[config.mk]
export PLATFORM = sky130hd
export DESIGN_NAME = harvard_cpu_execute_unit
export DESIGN_NICKNAME = d
export VERILOG_FILES = /design/src/rtl/hcpu_pkg.sv /design/src/rtl/hcpu_regfile.sv /design/src/rtl/hcpu_dmem.sv /design/src/rtl/hcpu_rstack.sv /design/src/rtl/harvard_cpu_execute_unit.sv
export VERILOG_INCLUDE_DIRS = /design/src /design/src/rtl
export SDC_FILE = /design/constraint.sdc
export NUM_CORES = 2
export LEC_CHECK = 0
export ABC_AREA = 0
export BUFFER_PORTS_ARGS = -buffer_cell sky130_fd_sc_hd__buf_2
export CAP_MARGIN = 15
export CORE_ASPECT_RATIO = 0.8
export CORE_UTILIZATION = 45
export DETAILED_ROUTE_END_ITERATION = 7
export SLEW_MARGIN = 15
export SYNTH_ARGS = -nofsm -noshare
export SYNTH_HDL_FRONTEND = slang
export SYNTH_HIERARCHICAL = 1
export SYNTH_SLANG_ARGS = --single-unit
[constraint.sdc]
create_clock -name i_clk -period 9 [get_ports i_clk]
set_clock_uncertainty 0.2 [all_clocks]
set_input_delay 1.8 -clock i_clk [delete_from_list [all_inputs] [get_ports i_clk]]
set_output_delay 1.8 -clock i_clk [all_outputs]
set_load 0.02 [all_outputs]
[src/rtl/assert_macros.svh]
// assertion macros shared by the execute unit rtl
`ifndef ASSERT_MACROS_SVH
`define ASSERT_MACROS_SVH
`ifndef SYNTHESIS
`define ASSERT_CLK(label, clk, rst_n, prop, msg) \
    label: assert property (@(posedge clk) disable iff (!rst_n) prop) else $error(msg);
`define ASSERT_NEVER(label, clk, rst_n, cond, msg) \
    label: assert property (@(posedge clk) disable iff (!rst_n) !(cond)) else $error(msg);
`else
`define ASSERT_CLK(label, clk, rst_n, prop, msg)
`define ASSERT_NEVER(label, clk, rst_n, cond, msg)
`endif
`endif

[src/rtl/hcpu_pkg.sv]
// package: types, opcodes and constants of the execute unit
package hcpu_pkg;

    localparam int BYTE_W      = 8;
    localparam int OPCODE_W    = 6;
    localparam int REG_FIELD_W = 2;

    localparam int DATA_DEPTH_DEF  = 256;
    localparam int STACK_DEPTH_DEF = 16;
    localparam int NUM_REGS_DEF    = 4;

    localparam logic REQ_EXEC    = 1'b0;
    localparam logic REQ_PRELOAD = 1'b1;

    // flag byte layout for LDFL and STFL
    localparam int FLAG_CARRY = 0;
    localparam int FLAG_NEG   = 1;
    localparam int FLAG_INT   = 2;
    localparam int FLAG_HALT  = 3;

    typedef enum logic [OPCODE_W-1:0] {
        OP_NOOP = 6'd0,  OP_ST   = 6'd1,  OP_STR  = 6'd2,  OP_LD   = 6'd3,
        OP_LDR  = 6'd4,  OP_LI   = 6'd5,  OP_CP   = 6'd6,  OP_CLC  = 6'd7,
        OP_CLI  = 6'd8,  OP_CLN  = 6'd9,  OP_SUB  = 6'd10, OP_SUBI = 6'd11,
        OP_ADD  = 6'd12, OP_ADDI = 6'd13, OP_AND  = 6'd14, OP_OR   = 6'd15,
        OP_XOR  = 6'd16, OP_NOT  = 6'd17, OP_SHL  = 6'd18, OP_SHR  = 6'd19,
        OP_ANDI = 6'd20, OP_ORI  = 6'd21, OP_XORI = 6'd22, OP_JMP  = 6'd23,
        OP_JIZ  = 6'd24, OP_JNZ  = 6'd25, OP_JIC  = 6'd26, OP_JNC  = 6'd27,
        OP_JII  = 6'd28, OP_JNI  = 6'd29, OP_LDPR = 6'd30, OP_LDFL = 6'd31,
        OP_STFL = 6'd32, OP_CALL = 6'd33, OP_RET  = 6'd34, OP_WR   = 6'd35,
        OP_RD   = 6'd36
    } t_opcode;

    typedef struct packed {
        logic                   req_type;
        logic [OPCODE_W-1:0]    opcode;
        logic [REG_FIELD_W-1:0] reg_a;
        logic [REG_FIELD_W-1:0] reg_b;
        logic [BYTE_W-1:0]      imm;
        logic [BYTE_W-1:0]      in_byte;
    } t_in_word;

    typedef struct packed {
        logic [BYTE_W-1:0] next_pc;
        logic              tx_valid;
        logic [BYTE_W-1:0] tx_byte;
        logic              in_taken;
        logic              halted;
    } t_out_word;

    typedef struct packed {
        logic                   en;
        logic [REG_FIELD_W-1:0] idx;
        logic [BYTE_W-1:0]      data;
    } t_rf_wr;

    typedef struct packed {
        logic              rd_en;
        logic              wr_en;
        logic [BYTE_W-1:0] addr;
        logic [BYTE_W-1:0] wdata;
    } t_dmem_ctl;

    typedef struct packed {
        logic              push;
        logic              pop;
        logic [BYTE_W-1:0] data;
    } t_stk_ctl;

endpackage

[src/rtl/hcpu_regfile.sv]
// register file: two synchronous read ports, one write port, per-entry valid bits
module hcpu_regfile import hcpu_pkg::*; #(
    parameter int NUM_REGS = NUM_REGS_DEF
) (
    input  logic                   i_clk,
    input  logic                   i_rst_n,
    input  logic [REG_FIELD_W-1:0] i_rd_idx_a,
    input  logic [REG_FIELD_W-1:0] i_rd_idx_b,
    input  t_rf_wr                 i_wr,
    output logic [BYTE_W-1:0]      o_rd_data_a,
    output logic [BYTE_W-1:0]      o_rd_data_b
);

    localparam int RIDX_W = (NUM_REGS > 1) ? $clog2(NUM_REGS) : 1;

    logic [BYTE_W-1:0]   r_mem [NUM_REGS];
    logic [NUM_REGS-1:0] r_vld;
    logic [BYTE_W-1:0]   r_data_a;
    logic [BYTE_W-1:0]   r_data_b;
    logic                r_ok_a;
    logic                r_ok_b;

    logic [RIDX_W-1:0] idx_a;
    logic [RIDX_W-1:0] idx_b;
    logic [RIDX_W-1:0] idx_w;
    logic              rng_a;
    logic              rng_b;
    logic              wr_ok;

    assign idx_a = RIDX_W'(i_rd_idx_a);
    assign idx_b = RIDX_W'(i_rd_idx_b);
    assign idx_w = RIDX_W'(i_wr.idx);
    assign rng_a = (int'(i_rd_idx_a) < NUM_REGS);
    assign rng_b = (int'(i_rd_idx_b) < NUM_REGS);
    assign wr_ok = i_wr.en && (int'(i_wr.idx) < NUM_REGS);

    // entries never written read as zero
    always_ff @(posedge i_clk) begin
        if (!i_rst_n) begin
            r_vld  <= '0;
            r_ok_a <= 1'b0;
            r_ok_b <= 1'b0;
        end else begin
            r_ok_a <= rng_a && r_vld[idx_a];
            r_ok_b <= rng_b && r_vld[idx_b];
            if (wr_ok) begin
                r_vld[idx_w] <= 1'b1;
            end
        end
    end

    always_ff @(posedge i_clk) begin
        r_data_a <= r_mem[idx_a];
        r_data_b <= r_mem[idx_b];
        if (wr_ok) begin
            r_mem[idx_w] <= i_wr.data;
        end
    end

    assign o_rd_data_a = r_ok_a ? r_data_a : '0;
    assign o_rd_data_b = r_ok_b ? r_data_b : '0;

endmodule

[src/rtl/hcpu_dmem.sv]
// data memory: one port, registered read, zeroing sweep after reset
module hcpu_dmem import hcpu_pkg::*; #(
    parameter int DATA_DEPTH = DATA_DEPTH_DEF
) (
    input  logic              i_clk,
    input  logic              i_rst_n,
    input  t_dmem_ctl         i_ctl,
    output logic [BYTE_W-1:0] o_rdata,
    output logic              o_busy
);

    localparam int AW = $clog2(DATA_DEPTH);

    logic [BYTE_W-1:0] r_mem [DATA_DEPTH];
    logic [BYTE_W-1:0] r_rdata;
    logic              r_rd_ok;
    logic              r_clr_busy;
    logic [AW-1:0]     r_clr_addr;

    logic              in_rng;
    logic [AW-1:0]     addr;
    logic              wr_en;
    logic [AW-1:0]     wr_addr;
    logic [BYTE_W-1:0] wr_data;

    assign in_rng  = (int'(i_ctl.addr) < DATA_DEPTH);
    assign addr    = AW'(i_ctl.addr);
    assign wr_en   = r_clr_busy || (i_ctl.wr_en && in_rng);
    assign wr_addr = r_clr_busy ? r_clr_addr : addr;
    assign wr_data = r_clr_busy ? '0 : i_ctl.wdata;

    always_ff @(posedge i_clk) begin
        if (!i_rst_n) begin
            r_clr_busy <= 1'b1;
            r_clr_addr <= '0;
            r_rd_ok    <= 1'b0;
        end else begin
            if (i_ctl.rd_en) begin
                r_rd_ok <= in_rng;
            end
            if (r_clr_busy) begin
                r_clr_addr <= r_clr_addr + 1'b1;
                if (r_clr_addr == AW'(DATA_DEPTH - 1)) begin
                    r_clr_busy <= 1'b0;
                end
            end
        end
    end

    always_ff @(posedge i_clk) begin
        if (i_ctl.rd_en) begin
            r_rdata <= r_mem[addr];
        end
        if (wr_en) begin
            r_mem[wr_addr] <= wr_data;
        end
    end

    // addresses beyond the memory read as zero
    assign o_rdata = r_rd_ok ? r_rdata : '0;
    assign o_busy  = r_clr_busy;

endmodule

[src/rtl/hcpu_rstack.sv]
// return stack: circular memory with top pointer and fill count, oldest dropped on overflow
module hcpu_rstack import hcpu_pkg::*; #(
    parameter int STACK_DEPTH = STACK_DEPTH_DEF
) (
    input  logic              i_clk,
    input  logic              i_rst_n,
    input  t_stk_ctl          i_ctl,
    output logic [BYTE_W-1:0] o_top,
    output logic              o_empty
);

    localparam int SP_W = (STACK_DEPTH > 1) ? $clog2(STACK_DEPTH) : 1;
    localparam int FW   = $clog2(STACK_DEPTH + 1);

    logic [BYTE_W-1:0] r_mem [STACK_DEPTH];
    logic [BYTE_W-1:0] r_top;
    logic [SP_W-1:0]   r_sp;
    logic [FW-1:0]     r_fill;

    logic [SP_W-1:0]   rd_ptr;
    logic [SP_W-1:0]   sp_inc;

    // r_sp is the next free slot, the top entry sits just below it
    assign rd_ptr = (r_sp == '0) ? SP_W'(STACK_DEPTH - 1) : r_sp - 1'b1;
    assign sp_inc = (r_sp == SP_W'(STACK_DEPTH - 1)) ? '0 : r_sp + 1'b1;

    always_ff @(posedge i_clk) begin
        if (!i_rst_n) begin
            r_sp   <= '0;
            r_fill <= '0;
        end else if (i_ctl.push) begin
            r_sp <= sp_inc;
            if (r_fill != FW'(STACK_DEPTH)) begin
                r_fill <= r_fill + 1'b1;
            end
        end else if (i_ctl.pop && (r_fill != '0)) begin
            r_sp   <= rd_ptr;
            r_fill <= r_fill - 1'b1;
        end
    end

    always_ff @(posedge i_clk) begin
        r_top <= r_mem[rd_ptr];
        if (i_ctl.push) begin
            r_mem[r_sp] <= i_ctl.data;
        end
    end

    assign o_top   = r_top;
    assign o_empty = (r_fill == '0);

endmodule

[src/rtl/harvard_cpu_execute_unit.sv]
// top level: execute stage of the 8-bit harvard cpu with output buffer
// the taken input word is registered into the execute stage, and its result into the output buffer
// a new word is not taken while one is in execute; the register file read sits before execute
// loads write the register file in the cycle after execute, forwarded into the next word
// reset: control state clears, then the data memory is zeroed while input is held off

`include "assert_macros.svh"

module harvard_cpu_execute_unit import hcpu_pkg::*; #(
    parameter int DATA_DEPTH  = DATA_DEPTH_DEF,
    parameter int STACK_DEPTH = STACK_DEPTH_DEF,
    parameter int NUM_REGS    = NUM_REGS_DEF
) (
    input  logic      i_clk,
    input  logic      i_rst_n,
    input  logic      i_in_valid,
    output logic      o_in_ready,
    input  t_in_word  i_in_word,
    output logic      o_out_valid,
    input  logic      i_out_ready,
    output t_out_word o_out_word
);

    // execute stage: holds the word for the cycle after it is taken
    logic      r_s1_valid;
    t_in_word  r_s1_item;

    // architectural state kept in flops
    logic [BYTE_W-1:0] r_pc;
    logic              r_carry;
    logic              r_neg;
    logic              r_int;
    logic              r_halt;
    logic [BYTE_W-1:0] n_pc;
    logic              n_carry;
    logic              n_neg;
    logic              n_int;
    logic              n_halt;

    // load writeback stage
    logic                   r_s2_wb;
    logic [REG_FIELD_W-1:0] r_s2_idx;
    logic                   n_s2_wb;

    // forwarding of a load result into a word whose register read raced it
    logic                   r_fwd_valid;
    logic [REG_FIELD_W-1:0] r_fwd_idx;
    logic [BYTE_W-1:0]      r_fwd_data;

    // two-entry output buffer
    t_out_word r_oq0;
    t_out_word r_oq1;
    logic [1:0] r_out_cnt;
    t_out_word n_oq0;
    t_out_word n_oq1;
    logic [1:0] n_out_cnt;

    logic      accept;
    logic      push;
    logic      pop;
    t_out_word res;

    // memory interfaces
    t_rf_wr            rf_wr_exec;
    t_rf_wr            rf_wr;
    logic [BYTE_W-1:0] rf_a;
    logic [BYTE_W-1:0] rf_b;
    t_dmem_ctl         dmem_ctl;
    logic [BYTE_W-1:0] dmem_rdata;
    logic              dmem_busy;
    t_stk_ctl          stk_ctl;
    logic [BYTE_W-1:0] stk_top;
    logic              stk_empty;

    // operands and datapath
    logic [BYTE_W-1:0] va;
    logic [BYTE_W-1:0] vb;
    logic [BYTE_W-1:0] add_rhs;
    logic [BYTE_W-1:0] sub_rhs;
    logic [BYTE_W:0]   add_sum;
    logic [BYTE_W:0]   sub_diff;
    logic              sub_neg;
    logic [BYTE_W-1:0] sub_mag;
    logic              ra_ok;
    logic              jump;
    logic [BYTE_W-1:0] pc_base;

    assign accept     = i_in_valid && o_in_ready;
    assign o_in_ready = !r_s1_valid && !dmem_busy && (r_out_cnt != 2'd2);

    hcpu_regfile #(
        .NUM_REGS (NUM_REGS)
    ) u_regfile (
        .i_clk       (i_clk),
        .i_rst_n     (i_rst_n),
        .i_rd_idx_a  (i_in_word.reg_a),
        .i_rd_idx_b  (i_in_word.reg_b),
        .i_wr        (rf_wr),
        .o_rd_data_a (rf_a),
        .o_rd_data_b (rf_b)
    );

    hcpu_dmem #(
        .DATA_DEPTH (DATA_DEPTH)
    ) u_dmem (
        .i_clk   (i_clk),
        .i_rst_n (i_rst_n),
        .i_ctl   (dmem_ctl),
        .o_rdata (dmem_rdata),
        .o_busy  (dmem_busy)
    );

    hcpu_rstack #(
        .STACK_DEPTH (STACK_DEPTH)
    ) u_rstack (
        .i_clk   (i_clk),
        .i_rst_n (i_rst_n),
        .i_ctl   (stk_ctl),
        .o_top   (stk_top),
        .o_empty (stk_empty)
    );

    // operand fetch with bypass of a load written back on the same edge as the read
    assign va = (r_fwd_valid && (r_fwd_idx == r_s1_item.reg_a)) ? r_fwd_data : rf_a;
    assign vb = (r_fwd_valid && (r_fwd_idx == r_s1_item.reg_b)) ? r_fwd_data : rf_b;
    assign ra_ok = (int'(r_s1_item.reg_a) < NUM_REGS);

    // add with carry out, subtract giving magnitude and sign
    assign add_rhs  = (r_s1_item.opcode == OP_ADDI) ? r_s1_item.imm : vb;
    assign sub_rhs  = (r_s1_item.opcode == OP_SUBI) ? r_s1_item.imm : vb;
    assign add_sum  = {1'b0, va} + {1'b0, add_rhs};
    assign sub_diff = {1'b0, va} - {1'b0, sub_rhs};
    assign sub_neg  = sub_diff[BYTE_W];
    assign sub_mag  = sub_neg ? (sub_rhs - va) : sub_diff[BYTE_W-1:0];

    // execute: everything but the load result settles in this cycle
    always_comb begin
        n_pc       = r_pc;
        n_carry    = r_carry;
        n_neg      = r_neg;
        n_int      = r_int;
        n_halt     = r_halt;
        n_s2_wb    = 1'b0;
        rf_wr_exec = '0;
        rf_wr_exec.idx = r_s1_item.reg_a;
        dmem_ctl   = '0;
        stk_ctl    = '0;
        stk_ctl.data = r_pc;
        jump       = 1'b0;
        pc_base    = r_pc;
        res        = '0;

        if (r_s1_valid) begin
            if (r_s1_item.req_type == REQ_PRELOAD) begin
                dmem_ctl.wr_en = 1'b1;
                dmem_ctl.addr  = r_s1_item.imm;
                dmem_ctl.wdata = r_s1_item.in_byte;
            end else if (!r_halt) begin
                case (r_s1_item.opcode)
                    OP_ST: begin
                        dmem_ctl.wr_en = 1'b1;
                        dmem_ctl.addr  = r_s1_item.imm;
                        dmem_ctl.wdata = va;
                    end
                    OP_STR: begin
                        dmem_ctl.wr_en = 1'b1;
                        dmem_ctl.addr  = va;
                        dmem_ctl.wdata = vb;
                    end
                    OP_LD: begin
                        dmem_ctl.rd_en = 1'b1;
                        dmem_ctl.addr  = r_s1_item.imm;
                        n_s2_wb        = ra_ok;
                    end
                    OP_LDR: begin
                        dmem_ctl.rd_en = 1'b1;
                        dmem_ctl.addr  = vb;
                        n_s2_wb        = ra_ok;
                    end
                    OP_LI: begin
                        rf_wr_exec.en   = 1'b1;
                        rf_wr_exec.data = r_s1_item.imm;
                    end
                    OP_CP: begin
                        rf_wr_exec.en   = 1'b1;
                        rf_wr_exec.data = vb;
                    end
                    OP_CLC: begin
                        n_carry = 1'b0;
                    end
                    OP_CLI: begin
                        n_int = 1'b0;
                    end
                    OP_CLN: begin
                        n_neg = 1'b0;
                    end
                    OP_SUB, OP_SUBI: begin
                        rf_wr_exec.en   = 1'b1;
                        rf_wr_exec.data = sub_mag;
                        n_neg           = sub_neg;
                    end
                    OP_ADD, OP_ADDI: begin
                        rf_wr_exec.en   = 1'b1;
                        rf_wr_exec.data = add_sum[BYTE_W-1:0];
                        n_carry         = add_sum[BYTE_W];
                    end
                    OP_AND: begin
                        rf_wr_exec.en   = 1'b1;
                        rf_wr_exec.data = va & vb;
                    end
                    OP_OR: begin
                        rf_wr_exec.en   = 1'b1;
                        rf_wr_exec.data = va | vb;
                    end
                    OP_XOR: begin
                        rf_wr_exec.en   = 1'b1;
                        rf_wr_exec.data = va ^ vb;
                    end
                    OP_NOT: begin
                        rf_wr_exec.en   = 1'b1;
                        rf_wr_exec.data = ~va;
                    end
                    OP_SHL: begin
                        rf_wr_exec.en   = 1'b1;
                        rf_wr_exec.data = {va[BYTE_W-2:0], 1'b0};
                    end
                    OP_SHR: begin
                        rf_wr_exec.en   = 1'b1;
                        rf_wr_exec.data = {1'b0, va[BYTE_W-1:1]};
                    end
                    OP_ANDI: begin
                        rf_wr_exec.en   = 1'b1;
                        rf_wr_exec.data = va & r_s1_item.imm;
                    end
                    OP_ORI: begin
                        rf_wr_exec.en   = 1'b1;
                        rf_wr_exec.data = va | r_s1_item.imm;
                    end
                    OP_XORI: begin
                        rf_wr_exec.en   = 1'b1;
                        rf_wr_exec.data = va ^ r_s1_item.imm;
                    end
                    OP_JMP: jump = 1'b1;
                    OP_JIZ: jump = (va == '0);
                    OP_JNZ: jump = (va != '0);
                    OP_JIC: jump = r_carry;
                    OP_JNC: jump = !r_carry;
                    OP_JII: jump = r_int;
                    OP_JNI: jump = !r_int;
                    OP_LDPR: begin
                        rf_wr_exec.en   = 1'b1;
                        rf_wr_exec.data = r_pc;
                    end
                    OP_LDFL: begin
                        rf_wr_exec.en = 1'b1;
                        rf_wr_exec.data[FLAG_CARRY] = r_carry;
                        rf_wr_exec.data[FLAG_NEG]   = r_neg;
                        rf_wr_exec.data[FLAG_INT]   = r_int;
                        rf_wr_exec.data[FLAG_HALT]  = r_halt;
                    end
                    OP_STFL: begin
                        n_carry = va[FLAG_CARRY];
                        n_neg   = va[FLAG_NEG];
                        n_int   = va[FLAG_INT];
                        n_halt  = va[FLAG_HALT];
                    end
                    OP_CALL: begin
                        // saves the address of the call itself
                        stk_ctl.push = 1'b1;
                        jump         = 1'b1;
                    end
                    OP_RET: begin
                        if (!stk_empty) begin
                            stk_ctl.pop = 1'b1;
                            pc_base     = stk_top;
                        end
                    end
                    OP_WR: begin
                        res.tx_valid = 1'b1;
                        res.tx_byte  = va;
                    end
                    OP_RD: begin
                        rf_wr_exec.en   = 1'b1;
                        rf_wr_exec.data = r_s1_item.in_byte;
                        res.in_taken    = 1'b1;
                    end
                    default: begin
                    end
                endcase
                n_pc = jump ? r_s1_item.imm : pc_base + 1'b1;
            end
            res.next_pc = n_pc;
            res.halted  = n_halt;
        end
    end

    // one write port: load writeback and execute never fall on the same edge
    always_comb begin
        if (r_s2_wb) begin
            rf_wr.en   = 1'b1;
            rf_wr.idx  = r_s2_idx;
            rf_wr.data = dmem_rdata;
        end else begin
            rf_wr = rf_wr_exec;
        end
    end

    // output buffer: result pushed at the end of execute
    assign push = r_s1_valid;
    assign pop  = (r_out_cnt != 2'd0) && i_out_ready;

    always_comb begin
        n_oq0     = r_oq0;
        n_oq1     = r_oq1;
        n_out_cnt = r_out_cnt + 2'(push) - 2'(pop);
        if (pop) begin
            n_oq0 = r_oq1;
        end
        if (push) begin
            if ((r_out_cnt - 2'(pop)) == 2'd0) begin
                n_oq0 = res;
            end else begin
                n_oq1 = res;
            end
        end
    end

    always_ff @(posedge i_clk) begin
        if (!i_rst_n) begin
            r_s1_valid  <= 1'b0;
            r_s2_wb     <= 1'b0;
            r_fwd_valid <= 1'b0;
            r_out_cnt   <= 2'd0;
            r_pc        <= '0;
            r_carry     <= 1'b0;
            r_neg       <= 1'b0;
            r_int       <= 1'b0;
            r_halt      <= 1'b0;
        end else begin
            r_s1_valid  <= accept;
            r_s2_wb     <= n_s2_wb;
            r_fwd_valid <= r_s2_wb;
            r_out_cnt   <= n_out_cnt;
            r_pc        <= n_pc;
            r_carry     <= n_carry;
            r_neg       <= n_neg;
            r_int       <= n_int;
            r_halt      <= n_halt;
        end
    end

    // payload registers
    always_ff @(posedge i_clk) begin
        if (accept) begin
            r_s1_item <= i_in_word;
        end
        r_s2_idx   <= r_s1_item.reg_a;
        r_fwd_idx  <= r_s2_idx;
        r_fwd_data <= dmem_rdata;
        r_oq0      <= n_oq0;
        r_oq1      <= n_oq1;
    end

    assign o_out_valid = (r_out_cnt != 2'd0);
    assign o_out_word  = r_oq0;

    `ASSERT_CLK(a_one_word_per_two, i_clk, i_rst_n, r_s1_valid |=> !r_s1_valid, "execute held two cycles")
    `ASSERT_NEVER(a_out_room, i_clk, i_rst_n, r_s1_valid && (r_out_cnt == 2'd2), "no room for result")
    `ASSERT_CLK(a_wb_after_exec, i_clk, i_rst_n, r_s2_wb |-> $past(r_s1_valid), "stray load writeback")
    `ASSERT_CLK(a_halt_holds_pc, i_clk, i_rst_n, (r_s1_valid && r_halt) |=> $stable(r_pc), "pc moved while halted")

endmodule

==> impl_metrics.csv <==
group,metric,value,unit
route,routedWlPerCell,30.9,µm
placed_design,dp_slack,2.25,ns
setup_path,r2r-start,"r_s1_item[25]",
outcome,status,"finished clean",
final_layout,fin_nets,5340,
logic_synthesis,synth_cells,5146,
floorplanning,placementRows,150,
floorplanning,die_area,0.214,mm²
clock_network,ctsHoldBuffers,0,
logic_synthesis,yosysWarningCount,6,
logic_synthesis,synthesis.area,0.0954,mm²
clock_network,clkLatencyLatePin,0.90,ns
clock_network,cts_max_path_buffers,4,
logic_synthesis,ys.flop_type,"edfxtp_1",
setup_path,path_buf_inv,3,
final_layout,area_growth,11.2,%
job,maxCapViolCount,0,
min_path,hold_start,"r_s2_idx[1]",
pwr,ir_drop,0.000159,V
clock_network,post-cts-setup-buffers,0,
logic_synthesis,synth_most_common_cell,"edfxtp_1",
timing,fmax,0.144,GHz
clock_network,root_buffer,"clkbuf_16",
setup_path,reg2reg_slack,2.05,ns
route,via_per_inst,6.20,
global_route,grt_max_degree,203,
setup_path,reg2regPathDepth,14,
pwr,power_density,205,mW/mm²
final_layout,final_core_util,50.6,%
logic_synthesis,yosysTopAreaCell,"edfxtp_1",
clock_network,h-tree-depth,4,
min_path,hold_class,"reg -> reg",
clock_network,cts_buffers,228,
setup_path,cp_data_arrival_time,7.43,ns
clock_network,cts_tree,"done",
floorplanning,core-area,0.210,mm²
min_path,hold-path-endpoint,"r_fwd_idx[1]",
route,drc,0,
placed_design,dpl.hpwl,157000,µm
timing,hold_ws,0.144,ns
global_route,grt_pass1_vias,49200,
floorplanning,die_x,517,µm
setup_path,critPathRequiredTime,9.48,ns
clock_network,clk_pin_slew,0.07,ns
logic_synthesis,synthTopCellsByArea,"edfxtp_1 71%, mux4_2 11%, mux2i_1 2.1%",
logic_synthesis,seq_area_frac_synth,73.2,%
timing,drv_slew,0,
global_route,overflow,0,
route,ant_nets,0,
logic_synthesis,synth_seq_cells,2359,
final_layout,drive_gt1_share,19.1,%
logic_synthesis,synth_top_area_share,71.2,%
logic_synthesis,ys_types,88,
timing,period_minus_slack,6.95,ns
timing,slew_headroom,14.9,%
min_path,hold_depth,0,
timing,finalWorstSetupSlack,2.05,ns
setup_path,startpoint_type,"register",
setup_path,critPathMostFrequentCell,"buf_4",
logic_synthesis,synth_enable_flop_cells,2262,
route,wl,254000,µm
pwr,leakagePower,32.2,nW
setup_path,crit_family,"compound AO/OA/AOI/OAI gates",
placed_design,place_congestion,0.936,
setup_path,crit_fanout,35,
logic_synthesis,ys_top_cells_by_count,"2262 x edfxtp_1, 461 x mux4_2, 398 x nor2_1",
setup_path,crit_chain,"or2_2, nor3_1, and2_1, o31ai_2, buf_4, o21ai_4, buf_4, nand2b_2, buf_4, o221ai_1, a21oi_1, o31ai_1, o211ai_1, nor3_1",
placed_design,dpl.cell_count,7825,
timing,setup_viol,0,
setup_path,timing.rr.end,"u_dmem/r_rdata[2]",
clock_network,cts_resized,0,
global_route,track_usage,23.7,%
floorplanning,floorplan.initialDensity,45.5,%
placed_design,port-buffer-count,51,
setup_path,slowest_stage,"o31ai_1",
clock_network,cts.sinks,2359,
logic_synthesis,synth_fp_nets,5243,
route,drt_iter0_markers,6538,
timing,timing.final.crit_share,77.2,%
final_layout,finalNonFillerCells,8238,
floorplanning,die_h,414,µm
setup_path,worst-setup-path-type,"reg -> reg",
timing,rsz0062_at_grt,"false",
final_layout,nFillCells,17000,
route,drtPass1Iterations,6,
logic_synthesis,syn_area_per_cell,18.5,µm²
timing,hold_viol,0,
setup_path,end_kind,"register",
floorplanning,io_pins,52,
global_route,grt_pass1_wl,363000,µm
global_route,antenna_found_initial,13,
logic_synthesis,synth-async-reset-ratio,0,%
timing,worst_pin_slew,1.27,ns
route,vias,51100,
setup_path,slowest_delay,0.98,ns
timing,tns,0,ns
==> registers in the layout (all words and copies together) (netlist names), 19 cells and up <==
name and cells:
u_dmem/r_mem 2048, u_rstack/r_mem 128, u_regfile/r_mem 32, o_out_word 19, r_s1_item 27, r_oq1 19
==> worst reg2reg max path, cell delays in order (launching register included) <==
cell	delay [ns]
edfxtp_1	0.54
or2_2	0.44
nor3_1	0.28
and2_1	0.48
o31ai_2	0.12
buf_4	0.21
o21ai_4	0.84
buf_4	0.55
nand2b_2	0.36
buf_4	0.39
o221ai_1	0.45
a21oi_1	0.14
o31ai_1	0.98
o211ai_1	0.47
nor3_1	0.36
==> kinds of logic after synthesis <==
kind of cell	count (synthesis)	share of synthesized area, %
adders and majority gates	66	0.897
xor gates and xnor gates	34	0.312
buffers and inverters	365	2.09
and+or+nand+nor	885	4.25
muxes	703	13.9
AOI/OAI and AO/OA	734	5.38
DFF	2359	73.2
==> layout make-up <==
| type | instances | area [µm²] | share of cell area (%) |
|---|---|---|---|
| flip-flops and latches | 2359 | 69900 | 65.8 |
| multi-input cells | 2422 | 23800 | 22.4 |
| clock buffers | 282 | 5960 | 5.61 |
| well taps | 2812 | 3520 | 3.31 |
| clock inverters | 127 | 1380 | 1.30 |
| repair buffers | 166 | 1370 | 1.29 |
| inverters | 66 | 248 | 0.233 |
| diodes | 4 | 10.0 | 0.00943 |
==> routing by layer <==
layer	GRT usage, %	share of wire [%]	up-vias
met5	0	0.022	-
met2	33.6	43	2638
met1	36.7	44	26800
li1	-	-	21200
met4	5.78	2.5	10
met3	5.54	10	414
==> per-stage QoR <==
stage	instance area, µm²	power (W)
finish	106000	0.0218
detailed placement	98800	0.0125
CTS	106000	0.0219
global placement	98700	0.0125
floorplan	95400	0.0123
global route	106000	0.0223
==> worst max-delay path by stage <==
stage | startpoint | end | slack [ns] | cells after the start
2_1_floorplan | r_s1_item[25] | u_dmem/r_mem[0][1] | 2.50 | 8
3_3_place_gp | r_s1_item[18] | u_dmem/r_rdata[5] | 1.67 | 14
3_5_place_dp | r_s1_item[18] | u_dmem/r_mem[226][0] | 2.25 | 11
4_1_cts | r_s1_item[18] | u_dmem/r_mem[226][5] | 2.22 | 11
5_1_grt | r_s1_item[18] | u_dmem/r_mem[224][6] | 1.69 | 11
6_report | r_s1_item[25] | u_dmem/r_rdata[2] | 2.05 | 14
==> power by group <==
| group | switching, W | internal [W] | total (W) |
|---|---|---|---|
| clock | 0.00409 | 0.00544 | 0.00953 |
| sequential | 0.0000351 | 0.0119 | 0.0119 |
| combinational | 0.000197 | 0.0000996 | 0.000296 |
| total | 0.00432 | 0.0174 | 0.0218 |
==> cells in the final DEF (no fill, tap or decap), types with 53 or more instances in the layout <==
cell       count
o22ai_1       70
a21oi_1      147
buf_4         92
edfxtp_1    2262
ha_1          61
inv_1         60
buf_2         53
mux2i_1      200
nor3_1        53
o21ai_0       78
dfxtp_1       96
nand2_1      166
nand3_1       54
nor2_1       392
clkbuf_16    229
mux4_2       461
a22oi_1      151
No activity file was read; power rests on OpenSTA's default activity.
